==> src/rtl/hutv_pkg.sv <==
`timescale 1ns / 1ps
`default_nettype none

package hutv_pkg;

    // Queue between the classifier and the parser.
    localparam int QUEUE_DEPTH = 4;
    localparam int QUEUE_PTR_W = 2;

    // Byte values the block looks for.
    localparam logic [7:0] CH_SLASH   = 8'h2F;
    localparam logic [7:0] CH_QUERY   = 8'h3F;
    localparam logic [7:0] CH_AT      = 8'h40;
    localparam logic [7:0] CH_HASH    = 8'h23;
    localparam logic [7:0] CH_LBRACK  = 8'h5B;
    localparam logic [7:0] CH_RBRACK  = 8'h5D;
    localparam logic [7:0] CH_COLON   = 8'h3A;
    localparam logic [7:0] CH_ZERO    = 8'h30;
    localparam logic [7:0] CH_NINE    = 8'h39;
    localparam logic [7:0] CH_SPACE   = 8'h20;
    localparam logic [7:0] CH_DEL     = 8'h7F;
    localparam logic [7:0] CH_LOWER_H = 8'h68;
    localparam logic [7:0] CH_LOWER_T = 8'h74;
    localparam logic [7:0] CH_LOWER_P = 8'h70;
    localparam logic [7:0] CH_LOWER_S = 8'h73;

    // Scheme prefix positions and lengths.
    localparam logic [3:0] SCHEME_SEL_POS   = 4'd4;
    localparam logic [3:0] SCHEME_LEN_HTTP  = 4'd7;
    localparam logic [3:0] SCHEME_LEN_HTTPS = 4'd8;

    // Region tag carried with each result.
    typedef enum logic [1:0] {
        REGION_SCHEME = 2'd0,
        REGION_AUTH   = 2'd1,
        REGION_PATH   = 2'd2,
        REGION_REJECT = 2'd3
    } region_t;

    // Byte classes found by the front end.
    typedef struct packed {
        logic is_slash;
        logic is_query;
        logic is_at;
        logic is_hash;
        logic is_lbrack;
        logic is_rbrack;
        logic is_colon;
        logic is_digit;
        logic is_s;
        logic forbidden;
    } cls_t;

    // One classified byte travelling through the queue.
    typedef struct packed {
        logic [7:0] data;
        logic       last;
        cls_t       cls;
    } item_t;

    // Expected byte of the scheme prefix at a position other than the selector.
    function automatic logic [7:0] scheme_char(input logic [3:0] pos, input logic https);
        logic [7:0] ch;
        ch = 8'h00;
        case (pos)
            4'd0: ch = CH_LOWER_H;
            4'd1: ch = CH_LOWER_T;
            4'd2: ch = CH_LOWER_T;
            4'd3: ch = CH_LOWER_P;
            4'd4: ch = https ? CH_LOWER_S : CH_COLON;
            4'd5: ch = https ? CH_COLON : CH_SLASH;
            4'd6: ch = CH_SLASH;
            4'd7: ch = CH_SLASH;
            default: ch = 8'h00;
        endcase
        return ch;
    endfunction

endpackage

`default_nettype wire

==> src/rtl/hutv_front.sv <==
`timescale 1ns / 1ps
`default_nettype none

module hutv_front (
    input  wire logic           aclk,
    input  wire logic           aresetn,
    input  wire logic           s_tvalid,
    output logic                s_tready,
    input  wire logic [7:0]     s_tdata,
    input  wire logic           s_tlast,
    input  wire logic           q_full,
    output logic                q_push,
    output hutv_pkg::item_t     q_item
);

    logic            valid_reg;
    logic            valid_next;
    hutv_pkg::item_t item_reg;
    hutv_pkg::cls_t  cls;
    logic            take;

    // Classify the incoming byte.
    always_comb begin
        cls.is_slash  = (s_tdata == hutv_pkg::CH_SLASH);
        cls.is_query  = (s_tdata == hutv_pkg::CH_QUERY);
        cls.is_at     = (s_tdata == hutv_pkg::CH_AT);
        cls.is_hash   = (s_tdata == hutv_pkg::CH_HASH);
        cls.is_lbrack = (s_tdata == hutv_pkg::CH_LBRACK);
        cls.is_rbrack = (s_tdata == hutv_pkg::CH_RBRACK);
        cls.is_colon  = (s_tdata == hutv_pkg::CH_COLON);
        cls.is_digit  = (s_tdata >= hutv_pkg::CH_ZERO) && (s_tdata <= hutv_pkg::CH_NINE);
        cls.is_s      = (s_tdata == hutv_pkg::CH_LOWER_S);
        cls.forbidden = (s_tdata <= hutv_pkg::CH_SPACE) || (s_tdata == hutv_pkg::CH_DEL);
    end

    // The holding register drains into the queue whenever the queue has room.
    assign q_push   = valid_reg && !q_full;
    assign s_tready = !valid_reg || !q_full;
    assign take     = s_tvalid && s_tready;
    assign q_item   = item_reg;

    always_comb begin
        valid_next = valid_reg;
        if (take) begin
            valid_next = 1'b1;
        end else if (q_push) begin
            valid_next = 1'b0;
        end
    end

    always_ff @(posedge aclk) begin
        if (!aresetn) begin
            valid_reg <= 1'b0;
        end else begin
            valid_reg <= valid_next;
        end
    end

    // Payload of the accepted transfer.
    always_ff @(posedge aclk) begin
        if (take) begin
            item_reg.data <= s_tdata;
            item_reg.last <= s_tlast;
            item_reg.cls  <= cls;
        end
    end

endmodule

`default_nettype wire

==> src/rtl/hutv_queue.sv <==
`timescale 1ns / 1ps
`default_nettype none

module hutv_queue (
    input  wire logic            aclk,
    input  wire logic            aresetn,
    input  wire logic            push,
    input  wire hutv_pkg::item_t push_item,
    output logic                 full,
    input  wire logic            pop,
    output logic                 avail,
    output hutv_pkg::item_t      head_item
);

    hutv_pkg::item_t                  slot_reg [hutv_pkg::QUEUE_DEPTH];
    logic [hutv_pkg::QUEUE_PTR_W-1:0] wr_ptr_reg;
    logic [hutv_pkg::QUEUE_PTR_W-1:0] wr_ptr_next;
    logic [hutv_pkg::QUEUE_PTR_W-1:0] rd_ptr_reg;
    logic [hutv_pkg::QUEUE_PTR_W-1:0] rd_ptr_next;
    logic [hutv_pkg::QUEUE_PTR_W:0]   count_reg;
    logic [hutv_pkg::QUEUE_PTR_W:0]   count_next;

    assign full      = (count_reg == (hutv_pkg::QUEUE_PTR_W + 1)'(hutv_pkg::QUEUE_DEPTH));
    assign avail     = (count_reg != '0);
    assign head_item = slot_reg[rd_ptr_reg];

    // Pointer and fill count update; the depth is a power of two so pointers wrap.
    always_comb begin
        wr_ptr_next = wr_ptr_reg;
        rd_ptr_next = rd_ptr_reg;
        count_next  = count_reg;
        if (push) begin
            wr_ptr_next = wr_ptr_reg + 1'b1;
        end
        if (pop) begin
            rd_ptr_next = rd_ptr_reg + 1'b1;
        end
        if (push && !pop) begin
            count_next = count_reg + 1'b1;
        end else if (pop && !push) begin
            count_next = count_reg - 1'b1;
        end
    end

    always_ff @(posedge aclk) begin
        if (!aresetn) begin
            wr_ptr_reg <= '0;
            rd_ptr_reg <= '0;
            count_reg  <= '0;
        end else begin
            wr_ptr_reg <= wr_ptr_next;
            rd_ptr_reg <= rd_ptr_next;
            count_reg  <= count_next;
        end
    end

    // Storage slots.
    always_ff @(posedge aclk) begin
        if (push) begin
            slot_reg[wr_ptr_reg] <= push_item;
        end
    end

endmodule

`default_nettype wire

==> src/rtl/hutv_parser.sv <==
`timescale 1ns / 1ps
`default_nettype none

module hutv_parser #(
    parameter int MAX_AUTHORITY = 255,
    parameter int PATH_BUFFER   = 1024
) (
    input  wire logic            aclk,
    input  wire logic            aresetn,
    input  wire logic            q_avail,
    input  wire hutv_pkg::item_t q_item,
    output logic                 q_pop,
    output logic                 m_tvalid,
    input  wire logic            m_tready,
    output logic [31:0]          m_tdata,
    output logic [1:0]           m_tuser,
    output logic                 m_tlast
);

    localparam int AW = $clog2(MAX_AUTHORITY + 2);
    localparam int PW = $clog2(PATH_BUFFER + 1);

    // Parse state.
    logic [3:0]  sp_reg, sp_next;
    hutv_pkg::region_t rg_reg, rg_next;
    logic        https_reg, https_next;
    logic [AW-1:0] ac_reg, ac_next;
    logic [PW-1:0] pc_reg, pc_next;
    logic        br_reg, br_next;
    logic        in_reg, in_next;
    logic        cl_reg, cl_next;
    logic [1:0]  cc_reg, cc_next;
    logic        ne_reg, ne_next;
    logic        dg_reg, dg_next;
    logic        host_reg, host_next;
    logic        abc_reg, abc_next;
    logic        fpq_reg, fpq_next;
    logic        rej_reg, rej_next;

    // Output register.
    logic        ovalid_reg, ovalid_next;
    logic [7:0]  o_byte_reg;
    hutv_pkg::region_t o_region_reg;
    logic        o_last_reg;
    logic        o_acc_reg;
    logic        o_https_reg;
    logic [7:0]  o_alen_reg;
    logic [9:0]  o_plen_reg;
    logic        o_prep_reg;
    logic        o_port_reg;

    // Values computed for the byte at the head of the queue.
    hutv_pkg::region_t tag;
    logic        rej_fin;
    logic        path_go;
    logic        auth_ok;
    logic        tail;
    logic        step_ok;
    logic [PW-1:0] plen;
    logic        prep;
    logic [AW+7:0] ac_ext;
    logic [PW+9:0] plen_ext;
    logic [7:0]  alen_out;
    logic [9:0]  plen_out;
    logic [7:0]  c;
    hutv_pkg::cls_t cl;

    // Authority checks made when the authority ends.
    function automatic logic final_ok(
        input logic [AW-1:0] ac,
        input logic          br,
        input logic          cl_f,
        input logic [1:0]    cc,
        input logic          ne,
        input logic          dg,
        input logic          host
    );
        logic ok;
        ok = (ac != '0) && (ac <= AW'(MAX_AUTHORITY));
        if (br && !cl_f) begin
            ok = 1'b0;
        end
        if (cc != 2'd0) begin
            if (!ne || !dg || !host) begin
                ok = 1'b0;
            end
            if (!br && (cc != 2'd1)) begin
                ok = 1'b0;
            end
        end
        return ok;
    endfunction

    assign c     = q_item.data;
    assign cl    = q_item.cls;
    assign q_pop = q_avail && (!ovalid_reg || m_tready);

    // Next parse state for one byte.
    always_comb begin
        sp_next    = sp_reg;
        rg_next    = rg_reg;
        https_next = https_reg;
        ac_next    = ac_reg;
        pc_next    = pc_reg;
        br_next    = br_reg;
        in_next    = in_reg;
        cl_next    = cl_reg;
        cc_next    = cc_reg;
        ne_next    = ne_reg;
        dg_next    = dg_reg;
        host_next  = host_reg;
        abc_next   = abc_reg;
        fpq_next   = fpq_reg;
        rej_next   = rej_reg;
        tag        = rg_reg;
        path_go    = 1'b0;
        tail       = 1'b0;
        step_ok    = 1'b1;
        auth_ok    = final_ok(ac_reg, br_reg, cl_reg, cc_reg, ne_reg, dg_reg, host_reg);

        if (!rej_reg) begin
            case (rg_reg)
                hutv_pkg::REGION_SCHEME: begin
                    if (sp_reg == hutv_pkg::SCHEME_SEL_POS) begin
                        if (cl.is_s) begin
                            https_next = 1'b1;
                        end else if (!cl.is_colon) begin
                            rej_next = 1'b1;
                        end
                    end else begin
                        if ((sp_reg >= (https_reg ? hutv_pkg::SCHEME_LEN_HTTPS
                                                  : hutv_pkg::SCHEME_LEN_HTTP))
                            || (c != hutv_pkg::scheme_char(sp_reg, https_reg))) begin
                            rej_next = 1'b1;
                        end
                    end
                    if (!rej_next) begin
                        sp_next = sp_reg + 4'd1;
                        if (sp_next == (https_next ? hutv_pkg::SCHEME_LEN_HTTPS
                                                   : hutv_pkg::SCHEME_LEN_HTTP)) begin
                            rg_next = hutv_pkg::REGION_AUTH;
                        end
                    end
                end
                hutv_pkg::REGION_AUTH: begin
                    if ((cl.is_slash || cl.is_query) && !in_reg) begin
                        // End of the authority: check it, then treat the byte as path.
                        tag     = hutv_pkg::REGION_PATH;
                        rg_next = hutv_pkg::REGION_PATH;
                        if (!auth_ok) begin
                            rej_next = 1'b1;
                        end else begin
                            path_go = 1'b1;
                        end
                    end else if (cl.is_at || cl.is_hash || cl.forbidden) begin
                        rej_next = 1'b1;
                    end else begin
                        // Bracket tracking for a leading IPv6 literal.
                        if (cl.is_lbrack) begin
                            if (ac_reg == '0) begin
                                br_next = 1'b1;
                                in_next = 1'b1;
                            end else begin
                                rej_next = 1'b1;
                                step_ok  = 1'b0;
                            end
                        end else if (!br_reg) begin
                            if (cl.is_rbrack) begin
                                rej_next = 1'b1;
                                step_ok  = 1'b0;
                            end else begin
                                tail = 1'b1;
                            end
                        end else if (!cl_reg) begin
                            if (cl.is_rbrack) begin
                                if (ac_reg == AW'(1)) begin
                                    rej_next = 1'b1;
                                    step_ok  = 1'b0;
                                end else begin
                                    cl_next = 1'b1;
                                    in_next = 1'b0;
                                end
                            end
                        end else begin
                            tail = 1'b1;
                        end
                        // Host tail: colons and port digits.
                        if (step_ok && tail) begin
                            if (br_reg && !abc_reg) begin
                                abc_next = 1'b1;
                                if (!cl.is_colon) begin
                                    rej_next = 1'b1;
                                    step_ok  = 1'b0;
                                end
                            end
                            if (step_ok) begin
                                if (cl.is_colon) begin
                                    cc_next   = (cc_reg == 2'd3) ? 2'd3 : cc_reg + 2'd1;
                                    ne_next   = 1'b0;
                                    dg_next   = 1'b1;
                                    host_next = (ac_reg != '0);
                                end else if (cc_reg != 2'd0) begin
                                    ne_next = 1'b1;
                                    if (!cl.is_digit) begin
                                        dg_next = 1'b0;
                                    end
                                end
                            end
                        end
                        // Authority length.
                        if (step_ok) begin
                            if (ac_reg <= AW'(MAX_AUTHORITY)) begin
                                ac_next = ac_reg + 1'b1;
                            end
                            if (ac_next > AW'(MAX_AUTHORITY)) begin
                                rej_next = 1'b1;
                            end
                        end
                    end
                end
                hutv_pkg::REGION_PATH: begin
                    path_go = 1'b1;
                end
                default: begin
                end
            endcase
        end

        // Path or query byte.
        if (path_go) begin
            if (cl.is_hash || cl.forbidden) begin
                rej_next = 1'b1;
            end else begin
                if (pc_reg == '0) begin
                    fpq_next = cl.is_query;
                    pc_next  = cl.is_query ? PW'(2) : PW'(1);
                end else if (pc_reg < PW'(PATH_BUFFER)) begin
                    pc_next = pc_reg + 1'b1;
                end
                if (pc_next > PW'(PATH_BUFFER - 1)) begin
                    rej_next = 1'b1;
                end
            end
        end

        // Verdict on the last byte.
        rej_fin = rej_next;
        plen    = pc_next;
        prep    = fpq_next;
        if (q_item.last) begin
            if (!rej_next) begin
                if (rg_next == hutv_pkg::REGION_SCHEME) begin
                    rej_fin = 1'b1;
                end else if ((rg_next == hutv_pkg::REGION_AUTH)
                             && !final_ok(ac_next, br_next, cl_next, cc_next,
                                          ne_next, dg_next, host_next)) begin
                    rej_fin = 1'b1;
                end
            end
            if (pc_next == '0) begin
                plen = PW'(1);
                prep = 1'b1;
            end
        end
    end

    // Saturated lengths for the result.
    always_comb begin
        ac_ext   = {8'd0, ac_next};
        plen_ext = {10'd0, plen};
        alen_out = (ac_ext > (AW + 8)'(255)) ? 8'hFF : ac_ext[7:0];
        plen_out = (plen_ext > (PW + 10)'(1023)) ? 10'h3FF : plen_ext[9:0];
    end

    always_comb begin
        ovalid_next = ovalid_reg;
        if (q_pop) begin
            ovalid_next = 1'b1;
        end else if (m_tready) begin
            ovalid_next = 1'b0;
        end
    end

    // Control state; a last byte returns everything to the start of a target.
    always_ff @(posedge aclk) begin
        if (!aresetn) begin
            ovalid_reg <= 1'b0;
            sp_reg     <= '0;
            rg_reg     <= hutv_pkg::REGION_SCHEME;
            https_reg  <= 1'b0;
            ac_reg     <= '0;
            pc_reg     <= '0;
            br_reg     <= 1'b0;
            in_reg     <= 1'b0;
            cl_reg     <= 1'b0;
            cc_reg     <= '0;
            ne_reg     <= 1'b0;
            dg_reg     <= 1'b0;
            host_reg   <= 1'b0;
            abc_reg    <= 1'b0;
            fpq_reg    <= 1'b0;
            rej_reg    <= 1'b0;
        end else begin
            ovalid_reg <= ovalid_next;
            if (q_pop) begin
                if (q_item.last) begin
                    sp_reg    <= '0;
                    rg_reg    <= hutv_pkg::REGION_SCHEME;
                    https_reg <= 1'b0;
                    ac_reg    <= '0;
                    pc_reg    <= '0;
                    br_reg    <= 1'b0;
                    in_reg    <= 1'b0;
                    cl_reg    <= 1'b0;
                    cc_reg    <= '0;
                    ne_reg    <= 1'b0;
                    dg_reg    <= 1'b0;
                    host_reg  <= 1'b0;
                    abc_reg   <= 1'b0;
                    fpq_reg   <= 1'b0;
                    rej_reg   <= 1'b0;
                end else begin
                    sp_reg    <= sp_next;
                    rg_reg    <= rg_next;
                    https_reg <= https_next;
                    ac_reg    <= ac_next;
                    pc_reg    <= pc_next;
                    br_reg    <= br_next;
                    in_reg    <= in_next;
                    cl_reg    <= cl_next;
                    cc_reg    <= cc_next;
                    ne_reg    <= ne_next;
                    dg_reg    <= dg_next;
                    host_reg  <= host_next;
                    abc_reg   <= abc_next;
                    fpq_reg   <= fpq_next;
                    rej_reg   <= rej_next;
                end
            end
        end
    end

    // Result payload.
    always_ff @(posedge aclk) begin
        if (q_pop) begin
            o_byte_reg   <= c;
            o_region_reg <= rej_fin ? hutv_pkg::REGION_REJECT : tag;
            o_last_reg   <= q_item.last;
            o_acc_reg    <= q_item.last && !rej_fin;
            o_https_reg  <= https_next;
            o_alen_reg   <= alen_out;
            o_plen_reg   <= plen_out;
            o_prep_reg   <= prep;
            o_port_reg   <= (cc_next != 2'd0);
        end
    end

    assign m_tvalid = ovalid_reg;
    assign m_tuser  = o_region_reg;
    assign m_tlast  = o_last_reg;
    assign m_tdata  = {2'b00, o_port_reg, o_prep_reg, o_plen_reg, o_alen_reg,
                       o_https_reg, o_acc_reg, o_byte_reg};

endmodule

`default_nettype wire

==> src/rtl/http_target_url_validator.sv <==
`timescale 1ns / 1ps
`default_nettype none

// A result passes through the classifier register, a queue slot and the parser output
// register before it is valid at the output.
// Throughput: one byte per cycle unless a stalled output fills the queue; the parser updates its state once per byte.
// A 4-entry queue lets the classifier keep taking bytes while the output stalls.
// Reset: aresetn is synchronous and active low; it empties the queue and returns
// the parser to the start of a new target.

module http_target_url_validator #(
    parameter int MAX_AUTHORITY = 255,
    parameter int PATH_BUFFER   = 1024
) (
    input  wire logic        aclk,
    input  wire logic        aresetn,
    input  wire logic        s_tvalid,
    output logic             s_tready,
    input  wire logic [7:0]  s_tdata,   // [7:0] data_byte
    input  wire logic        s_tlast,
    output logic             m_tvalid,
    input  wire logic        m_tready,
    output logic [31:0]      m_tdata,   // [7:0] echo_byte, [8] accepted, [9] is_https,
                                        // [17:10] authority_length, [27:18] path_length,
                                        // [28] prepend_slash, [29] has_port, [31:30] zero
    output logic [1:0]       m_tuser,   // [1:0] region
    output logic             m_tlast
);

    logic            q_full;
    logic            q_push;
    logic            q_pop;
    logic            q_avail;
    hutv_pkg::item_t push_item;
    hutv_pkg::item_t head_item;

    // Byte classifier.
    hutv_front u_front (
        .aclk     (aclk),
        .aresetn  (aresetn),
        .s_tvalid (s_tvalid),
        .s_tready (s_tready),
        .s_tdata  (s_tdata),
        .s_tlast  (s_tlast),
        .q_full   (q_full),
        .q_push   (q_push),
        .q_item   (push_item)
    );

    // Queue between classifier and parser.
    hutv_queue u_queue (
        .aclk      (aclk),
        .aresetn   (aresetn),
        .push      (q_push),
        .push_item (push_item),
        .full      (q_full),
        .pop       (q_pop),
        .avail     (q_avail),
        .head_item (head_item)
    );

    // Parser and result register.
    hutv_parser #(
        .MAX_AUTHORITY (MAX_AUTHORITY),
        .PATH_BUFFER   (PATH_BUFFER)
    ) u_parser (
        .aclk     (aclk),
        .aresetn  (aresetn),
        .q_avail  (q_avail),
        .q_item   (head_item),
        .q_pop    (q_pop),
        .m_tvalid (m_tvalid),
        .m_tready (m_tready),
        .m_tdata  (m_tdata),
        .m_tuser  (m_tuser),
        .m_tlast  (m_tlast)
    );

endmodule

`default_nettype wire
==> config.mk <==
export PLATFORM = sky130hd
export DESIGN_NAME = http_target_url_validator
export DESIGN_NICKNAME = d
export VERILOG_FILES = /design/src/rtl/hutv_pkg.sv /design/src/rtl/hutv_front.sv /design/src/rtl/hutv_queue.sv /design/src/rtl/hutv_parser.sv /design/src/rtl/http_target_url_validator.sv
export SDC_FILE = /design/constraint.sdc
export NUM_CORES = 1
export LEC_CHECK = 0
export BUFFER_PORTS_ARGS = -buffer_cell sky130_fd_sc_hd__buf_4
export CELL_PAD_IN_SITES_DETAIL_PLACEMENT = 1
export CELL_PAD_IN_SITES_GLOBAL_PLACEMENT = 2
export CORE_AREA = 2 2 141 143
export CTS_CLUSTER_SIZE = 8
export DETAILED_ROUTE_END_ITERATION = 7
export DIE_AREA = 0 0 143 145
export PLACE_DENSITY = 0.91
export SYNTH_ARGS = -nofsm -noshare
export SYNTH_HDL_FRONTEND = slang
export SYNTH_SLANG_ARGS = --single-unit
export TNS_END_PERCENT = 30
==> constraint.sdc <==
create_clock -name aclk -period 7.25 [get_ports aclk]
set_input_delay 1.45 -clock aclk [delete_from_list [all_inputs] [get_ports aclk]]
set_output_delay 1.45 -clock aclk [all_outputs]
set_load 0.01 [all_outputs]
; ---- Yosys cells after proc, flatten, opt, wreduce, memory -nomap -nowiden
; Memories as Yosys holds them, arrays and structs flattened. A register that Yosys moved wholly into a read port is not among the register bits.
; Index checks and enable logic that the tools add are counted.
[classes]
n_addsub = 8
multipliers = 0
n_div = 0
order_cmp = 11
n_eq_ne = 33
shift = 0
n_mux = 210
n_bitwise = 0
reduce_logical = 73
[ops]
columns = op, count
row1 = 2-to-1 mux 1 bit, 154
row2 = 2-to-1 mux 9 bit, 12
row3 = 2-to-1 mux 11 bit, 9
row4 = equality test 8 x 7 -> 1 bit (second input constant), 5
row5 = one-hot mux 8 bit (5 select lines), 1
row6 = 2-to-1 mux 2 bit, 19
row7 = equality test 8 x 6 -> 1 bit (second input constant), 4
row8 = 2-to-1 mux 4 bit, 6
row9 = 2-to-1 mux 8 bit, 3
row10 = > comparator 11 x 10 -> 1 bit (second input constant), 2
row11 = zero test 11 bit, 2
row12 = zero test 1 bit, 19
row13 = > comparator 9 x 8 -> 1 bit (second input constant), 2
row14 = less-or-equal comparator 9 x 8 -> 1 bit (second input constant), 2
row15 = nonzero test 2 bit, 9
row16 = nonzero test 9 bit, 2
row17 = logical AND 1 bit, 17
row18 = equality test 4 x 3 -> 1 bit (second input constant), 4
row19 = less-or-equal comparator 8 x 6 -> 1 bit (second input constant), 2
row20 = logical OR 1 bit, 12
row21 = != test 2 x 1 -> 1 bit (second input constant), 6
row22 = adder 11 x 1 -> 11 bit (second input constant), 1
row23 = less-than comparator 11 bit (second input constant), 1
row24 = AND reduction 10 bit, 1
row25 = 28 further kinds, 40
[totals]
register_bits = 99
latchBits = 0
ramBits = 76
mem_bits_ro = 0
input_bits = 13
output_inout_bits = 37
n_memories = 1
[memory_table]
columns = name, depth, word_bits, read_ports, rd_ports_with_merged_regs, wr, line_no
row1 = u_queue.slot_reg, 4, 19, 1, 1, 1, hutv_queue.sv:15  ; hutv_pkg::item_t slot_reg [hutv_pkg::QUEUE_DEPTH];

; ---- Depth between registers and ports, before layout
; Gate-level depths: netlist (run 1).
[depth]
depth_word = 49
ltp_mapped = 11
ltp_nobuf = 10

; ---- Modules after synthesis
; From an unflattened synthesis (run 1), not the netlist that was laid out.
[unflattened]
cells_unflattened = 678
area_unflattened_um2 = 8355.5
[by_module_without_submodules]
columns = module, instances, cells_each, area_per_inst_um2, seq_area_each_um2
row1 = hutv_parser, 1, 486, 4357.9, 1771.7
row2 = hutv_queue, 1, 142, 3231.8, 2462.4
row3 = hutv_front, 1, 50, 765.7, 590.6

; ---- Worst setup path after synthesis (run 1)
; Ideal clock, no wire load.
[synth_path]
kind = input port to flip-flop
start = input port m_tready
end = register u_parser.host_reg
setup_ns = 0.128
t_arrival_ns = 3.553
t_required_ns = 7.122
setup_slack_ns = 3.569
cell_stages = 7
cell_sequence = inv_1 -> a21o_1 -> inv_1 -> clkbuf_1 -> o21ai_0 -> a32oi_1 -> nor2_1
[synth_via]
elab_chain_cells = 2
[synth_rtl]
columns = element, line_no
row1 = from (decl), http_target_url_validator.sv:22  ; input wire logic m_tready,
row2 = logical OR 1 bit, hutv_parser.sv:96  ; assign q_pop = q_avail && (!ovalid_reg || m_tready);
row3 = logical AND 1 bit, hutv_parser.sv:96
row4 = named net q_pop, http_target_url_validator.sv:32  ; logic q_pop;
row5 = to (signal assigned), hutv_parser.sv:334  ; host_reg <= host_next;
row6 = to (decl), hutv_parser.sv:35  ; logic host_reg, host_next;
; The timed path passes the listed nets, and every way through them passes these cells.
; A chain may end at the register's enable or synchronous reset.

==> results.md, run 1 <==
- The run finished with clean final reports.
- The finished cells cover 9589 um2.
- In this run, CTS created clock tree buffers numbering 17.
- Counting buffers and inverters, the worst setup path is 8 cells deep.
- After detailed routing, the number of vias per cell comes to 5.712.
- In this run the tightest slew margin relative to its limit is 0.3016.
- For this run, design rule violations remaining after detail routing come to 0.
- The total power consumption of the routed design is 3.042 mW.
- The area growth from synthesis to layout is 13.36%.
- The overall fraction of global-route tracks in use is 0.2059.
- Clock tree synthesis found a total of 177 sinks.
- The I/O pin count is 50.
- Setup repair after global routing left no endpoint under its margin.
- The core utilization of the finished layout is 0.4993.
- The end point of the critical path is u_parser.m_tuser[0].
- The TritonCTS clock tree is built.
- Setup violations remaining at the end of the flow were counted as 0.
- The number of synthesis warnings is 0.
- The cell sitting at the root of the clock tree is a clkbuf_16.
- The data required time of the critical path is 7.45 ns.
- The maximum number of pins on one net before global-route repair is 49.
- Measured along the y axis, the die boundary spans 145 um.
- The number of gates given a new drive strength after cts is 0.
- After synthesis, the cell types taking the most area are edfxtp_1 (45%), dfxtp_1 (12%), mux4_1 (3.4%).
- The distinct cell type count of the synthesized netlist is 74.
- At the pin with the least slew margin, the transition time is 1.048 ns.
- The max-slew violation count was 0.
- The H-tree generated during clock tree synthesis spans 4 levels.
- The async set-or-reset flop fraction in the synthesized netlist is 0.
- The register with the most flip-flops in the layout has 76 of them.
- The path type of the worst setup path is reg2reg.
- The die covers 20,740 um2.
- The top-area cell type share of the netlist area is 0.4544.
- After legalization and detailed placement, the total HPWL measured 13,810 um.
- The wire length per cell after detailed routing is 19.82 um.
- In this run the register-to-register setup slack is 3.10 ns.
- Synthesis produced 713 cells.
- The portion of the clock cycle consumed by the worst path in the final layout is 0.5725.
- The critical path contains buffers and inverters numbering 0 combined.
- Hold repair after CTS inserted 0 buffers.
- The worst-case IR drop observed on VDD is 0.0001795 V.
- Summed over all nets, the switching power comes to 1.012 mW.
- The count of vias placed by the detailed router is 5,849.
- In this run, the number of DRC markers left after iteration 0 of detailed routing was 333.
- The sum of overflow across all layers after global routing is 0.
- The cell area reported after detailed placement is 8947 um2.
- The clock slew at the register clock pins of the worst setup and hold paths is 0.08 ns.
- The count of port buffers added during placement is 47.
- Traced cell by cell, the critical path runs through mux4_1 -> o21bai_1 -> and4_1 -> and3_1 -> mux2i_1 -> o32ai_1 -> or3_4 -> a311o_1.
- The worst path needs 4.151 ns of the cycle, external delays included.
- Of the total power, the share spent switching nets is 0.3326.
- The count of maximum capacitance violations is 0.
- The initial antenna violation count is 0.
- The average instance area after synthesis is 11.86 um2.
- The horizontal extent of the die is 143 um.
- The region available for standard cell placement spans 19,210 um2.
- Of the cells placed in the final design, the portion with a size suffix greater than 1 is 0.1410.
- The total inserted antenna cells is 0.
- In this run the most critical hold path is launched from u_parser.m_tvalid.
- After synthesis the cells add up to 8459 um2.
- The worst-skew pair later-pin latency is 0.45 ns.
- The worst setup path is captured at a flop.
- Yosys mapped a number of flops with a built-in enable equal to 128.
- The final layout contains routed wiring with a total length of 20,300 um.
- Of the total power, registers draw 0.440.
- The worst-case clock buffer depth is 2.
- In this run the static leakage power is 3.470 nW.
- The proportion of power drawn by the clock network is 0.315.
- The highest fanout seen on the critical path is 20.
- Of the total power, combinational logic draws 0.245.
- Counting cells, the worst reg-to-reg path comes to 8.
- Among cell families on the critical path, the largest total delay comes from simple AND/OR/NAND/NOR gates.
- In this design, the stage delay of the slowest critical-path cell is 0.91 ns.
- The most used flip-flop cell after synthesis is edfxtp_1.
- For this design the ratio of total power to cell area is 317.3 nW/um2.
- In this run the core area contains 51 standard-cell rows.
- The capture instance of the worst register-to-register path is u_parser.m_tuser[0].
- The synthesized design spends more area on one cell type than any other, namely edfxtp_1.
- The setup TNS after final layout is 0 ns.
- STA puts the critical path data arrival time at 4.35 ns.
- The share of synthesized area occupied by flip-flops and latches is 0.5703.
- The path type of the worst min-delay path is reg2reg.
- The worst setup path is launched from a flop.
- Once detail routing completed, the nets flagged for antenna violations numbered 0.
- The via count of the first global-routing pass is 6,320.
- Static timing analysis puts the maximum clock frequency at 240.9 MHz.
- In this run, synthesis produced a sequential element count of 177.
- The number of hold violations in the final report was 0.
- The first global-routing pass estimated 33,190 um of wire.
- On the critical path, the stage with the largest delay is an instance of dfxtp_1.
- The first detailed-routing pass took 4 iterations.
- The final layout net count is 781.
- The initial utilization of the core area, before any placement, comes to 0.4404.
- The congestion estimate from routability-driven global placement came to 0.8509.
- The number of setup buffers added after CTS is 0.
- The worst clock skew is 0.01184 ns.
- The cell-internal power is 2.031 mW.
==> metrics by stage <==
step	std cells	setup slack [ns]	hold slack, ns
2_1_floorplan	714	3.569	0.4531
3_3_place_gp	992	3.249	0.4593
3_5_place_dp	992	3.138	0.4795
4_1_cts	1024	3.138	0.4925
5_1_grt	1024	2.956	0.5375
6_report	1024	3.099	0.4850
==> layout by cell type (no fill, tap or decap), types with 10 or more instances in the layout <==
cell type    n
nand4_1     10
a21oi_1     47
nand2_1     55
edfxtp_1   128
and3_1      10
xor2_1      12
ha_1        21
a31oi_1     12
mux4_1      11
clkbuf_16   17
o21ai_0     21
nand3_1     20
inv_1       27
dfxtp_1     49
nor2_1      75
buf_4       52
nor3_1      14
xnor2_1     15
a211oi_1    10
==> area by class of cell <==
| class | instances | area [um2] |
|---|---|---|
| clock buffer | 17 | 425.4 |
| multi-input combinational | 470 | 3296 |
| tap | 265 | 331.6 |
| timing repair buffer | 52 | 390.4 |
| sequential | 177 | 4825 |
| inverter | 28 | 105.1 |
| fill | 1986 | 9618 |
| clock inverter | 15 | 216.5 |
==> worst reg2reg max path, stage by stage, from the launching register on <==
cell,delay [ns]
dfxtp_1,0.91
mux4_1,0.55
o21bai_1,0.33
and4_1,0.40
and3_1,0.48
mux2i_1,0.34
o32ai_1,0.14
or3_4,0.40
a311o_1,0.35
==> kinds of logic after synthesis <==
family,count (synthesis),share of synthesized area
and+or+nand+nor,245,0.1451
muxes,27,0.06360
buffers and inverters,67,0.04127
DFF,177,0.5703
AOI/OAI and AO/OA,147,0.1179
xor gates and xnor gates,27,0.02795
adders and majority gates,22,0.03343
other,1,0.0004433
==> worst min path at each step <==
stage                                         to  slack [ns]  depth (start not counted)
after floorplan                 u_parser.fpq_reg        0.45                          2
after global placement         u_parser.m_tvalid        0.46                          2
after detailed placement       u_parser.m_tvalid        0.48                          2
after CTS                      u_parser.m_tvalid        0.49                          2
after global routing      u_queue.slot_reg[3][6]        0.54                          0
final                          u_parser.m_tvalid        0.49                          2
==> cell usage after synthesis (5+ instances only) <==
cell type and n:
dfxtp_1 49, xnor2_1 15, mux2i_1 8, a31oi_1 13, inv_1 28, mux4_1 11
nor4_1 8, nand4_1 10, nor2_1 75, nand3_1 20, and3_1 10, a21oi_1 47
nand2_1 55, nor3_1 14, ha_1 21, clkbuf_1 25, and4_1 8, and2_1 7
xor2_1 12, clkbuf_8 6, or3_1 8, buf_4 6, a211oi_1 10, edfxtp_1 128
o211ai_1 5, nand2b_1 8, o21ai_0 21, mux4_2 7
==> metal layers <==
metal | vias to the layer above | GRT usage | share of wire
li1 | 2748 | - | -
met1 | 2941 | 0.2526 | 0.43
met2 | 115 | 0.3483 | 0.51
met3 | 45 | 0.04422 | 0.029
met4 | 0 | 0.08812 | 0.031
met5 | - | 0 | 0
==> power by group through the flow <==
stage	registers, mW	clock network (mW)	logic (mW)
finish	1.34	0.957	0.745
global route	1.36	1.02	0.814
CTS	1.34	0.977	0.753
detailed placement	1.36	0	0.747
global placement	1.35	0	0.721
floorplan	1.38	0	0.443
Power figures use the tool's default switching activity.
==> run 2: changes to the inputs <==
- CORE_AREA: 2 2 141 143 -> 2 2 145 147
- DIE_AREA: 0 0 143 145 -> 0 0 147 149
- PLACE_DENSITY: 0.91 -> 0.87
- clock period: 7.25 -> 3.9 ns (I/O delays scaled with it)
==> run 2 against run 1 <==
  * Non-clock buffer count up 13
  * Sequential power is 85% higher
  * Flip-flop and latch count unchanged
  * Sequential share of layout area is 0.62 points lower
  * Critical endpoint unchanged
  * First-iteration DRC count decreased by 17%
  * Wire length increased by 3.5%
  * Clock-buffer cell count did not move
  * Critical path type unchanged
  * Critical path depth is 1 higher
  * Largest power group unchanged
==> results.md, run 2 (synthesis gave the netlist of run 1 again) <==
- The run finished with clean final reports.
- TritonCTS built the clock tree.
- The count of vias placed by the detailed router is 5,941 (+1.6%).
- The vertical die dimension came to 149 um (+2.8%).
- The worst-case clock buffer depth was 2 (unchanged).
- The initial antenna violation count is 0 (unchanged).
- The horizontal extent of the die is 147 um (+2.8%).
- The setup TNS after final layout came to 0 ns (unchanged).
- The data required time of the critical path is 4.09 ns (-3.36 ns).
- The combined buffer and inverter count along the critical path is 1 (+1).
- The total non-filler cell area in the finished layout was 9709 um2 (+1.3%).
- The worst-skew pair later-pin latency is 0.45 ns (about the same).
- The number of hold violations in the final report came to 0 (unchanged).
- The worst clock skew was 0.02123 ns (+0.009393 ns).
- The highest fanout seen on the critical path came to 8 (-60%).
- The TritonCTS buffer count came to 17 (unchanged).
- The most common library cell in the layout ignoring fill and taps is edfxtp_1.
- The headroom to the max-slew limit is 0.3279 (+0.02631).
- The highest clock rate is 280.7 MHz (+17%).
- The total setup violations reported at the end of the flow is 0 (unchanged).
- The I/O pin count was 50 (unchanged).
- In this run the most critical hold path is launched from u_parser.m_tvalid.
- The per-cell via count in the routed design is 5.674 (-0.66%).
- The sum of overflow across all layers after global routing is 0 (unchanged).
- The count of port buffers added during placement is 47 (unchanged).
- The portion of the clock cycle consumed by the worst path in the final layout came to 0.9134 (+0.3409).
- The quantity of hold-fixing buffers added after cts is 0 (unchanged).
- The maximum number of pins on one net before global-route repair is 25 (-49%).
- The clock tree root driver cell is clkbuf_16.
- The flip-flop count of the largest register, all copies and words added is 76 (unchanged).
- The global routing usage on met3 is 0.03670 (-0.007527).
- The remaining design rule violation count came to 0 (unchanged).
- The critical path data arrival time is 3.76 ns (-0.59 ns).
- The full die area is 21,900 um2 (+5.6%).
- From synthesis to final layout, the design area changed by 14.78%.
- The routed wire length is 21,010 um (+3.5%).
- The clock slew at the register clock pins of the worst setup and hold paths is 0.08 ns (about the same).
- met2 is the most crowded layer.
- Leaving out fill and tap cells, the most frequent cells in the layout are edfxtp_1 (128), nor2_1 (75), buf_4 (65).
- For this design, the slowest cell found on the critical path is mux4_1.
- The post-detailed-route count of antenna-violating nets is 0 (unchanged).
- The wire length per cell after detailed routing was 20.07 um (+1.2%).
- The cell area reported after detailed placement came to 9057 um2 (+1.2%).
- Walking the worst path, the cells encountered are buf_4 -> mux4_1 -> a221oi_1 -> o22a_1 -> and3_1 -> mux2i_1 -> o32ai_1 -> or3_4 -> a311o_1.
- The via count of the first global-routing pass came to 6,341 (+0.33%).
- The nature of the critical path endpoint is a flop.
- The path type of the worst setup path is reg2reg.
- The final layout net count is 794 (+1.7%).
- The placed wire-length estimate is 14,810 um (+7.2%).
- The number of placement rows is 53 (+3.9%).
- The largest delay contributor family on the critical path is compound AO/OA/AOI/OAI gates.
- The initial DRC count is 276 (-17%).
- The share of final-layout standard cells stronger than drive strength 1 came to 0.1567 (+0.01576).
- The wire length of the first global-routing pass is 34,060 um (+2.6%).
- The max-slew violation count is 0 (unchanged).
- The worst hold path belongs to the class reg2reg.
- The reported leakage power is 3.540 nW (+2.0%).
- The placeable core region is 20,560 um2 (+7.0%).
- The total inserted antenna cells was 0 (unchanged).
- The final weighted congestion in routability-driven placement is 0.8634 (+1.5%).
- The total number of H-tree levels came to 4 (unchanged).
- The core utilization of the finished layout is 0.4723 (-0.02694).
- The largest stage delay on the critical path came to 0.68 ns (-0.23 ns).
- The count of maximum capacitance violations is 0 (unchanged).
- The starting density of the core is 0.4115 (-0.02892).
- The met2 demand-to-capacity share in global routing is 0.3542 (+0.005900).
- The number of detailed-route iterations in the first pass is 4 (unchanged).
- The number of clock sinks seen by CTS is 177 (unchanged).
- The maximum resistive drop on vdd is 0.0002668 V (+49%).
- The met1 track demand over resource came to 0.2420 (-0.01052).
- The ratio of total power to cell area was 595.6 nW/um2 (+88%).
- The clock period minus final worst setup slack came to 3.562 ns (-0.5884 ns).
- The overall fraction of global-route tracks in use was 0.1999 (-0.005906).
- The kind of start point of the critical path is a flop.
- The measured slew at the worst slew-check pin is 1.008 ns (-0.03946 ns).
- Setup repair after global routing left no endpoint under its margin.
run 2: what timing repair did:
item / CTS / global route
setup endpoints to repair: 0 / 1
gates resized for setup: 0 / 1
endpoints found under the hold margin: 0 / 0
buffers inserted: 0 / 0
run 2: power breakdown:
part           internal [mW]  switching [mW]  total (mW)
Clock                  0.913           0.914        1.83
Combinational          0.567           0.906        1.47
Sequential              2.35           0.132        2.48
Total                   3.83            1.95        5.78
run 2: cell type report:
class                           count  area (um2)
Multi-Input combinational cell    470        3301
Timing Repair Buffer               65       488.0
Clock buffer                       17       425.4
Fill cell                        2196       10850
Inverter                           28       105.1
Clock inverter                     15       221.5
Tap cell                          275       344.1
Sequential cell                   177        4825
run 2: worst min-delay path, cell delays in order, from the launching register on:
cell     delay [ns]
dfxtp_1        0.33
nand2_1        0.06
a21oi_1        0.05
run 2: path summary, 6_finish.rpt:
path                                       endpoint  slack [ns]  cells past startpoint
worst max-delay path            u_parser.m_tuser[0]        0.34                      9
worst min-delay path              u_parser.m_tvalid        0.48                      2
worst max register to register  u_parser.m_tuser[0]        0.34                      9
worst min register to register    u_parser.m_tvalid        0.48                      2
run 2: per-stage QoR:
step	power, mW	worst slack, ns	instances	hold slack, ns
after floorplan	3.388	0.5167	714	0.4531
after CTS	5.836	0.2206	1047	0.4815
after global placement	3.917	0.4310	1015	0.4566
after global routing	6.047	0.1020	1047	0.5013
final	5.783	0.3375	1047	0.4797
after detailed placement	4.002	0.3222	1015	0.4709
run 2: layer usage:
layer,part of all wire,routed length (um)
met5,0,0
met4,0.025,516
met3,0.028,580
met2,0.52,10840
met1,0.43,9077
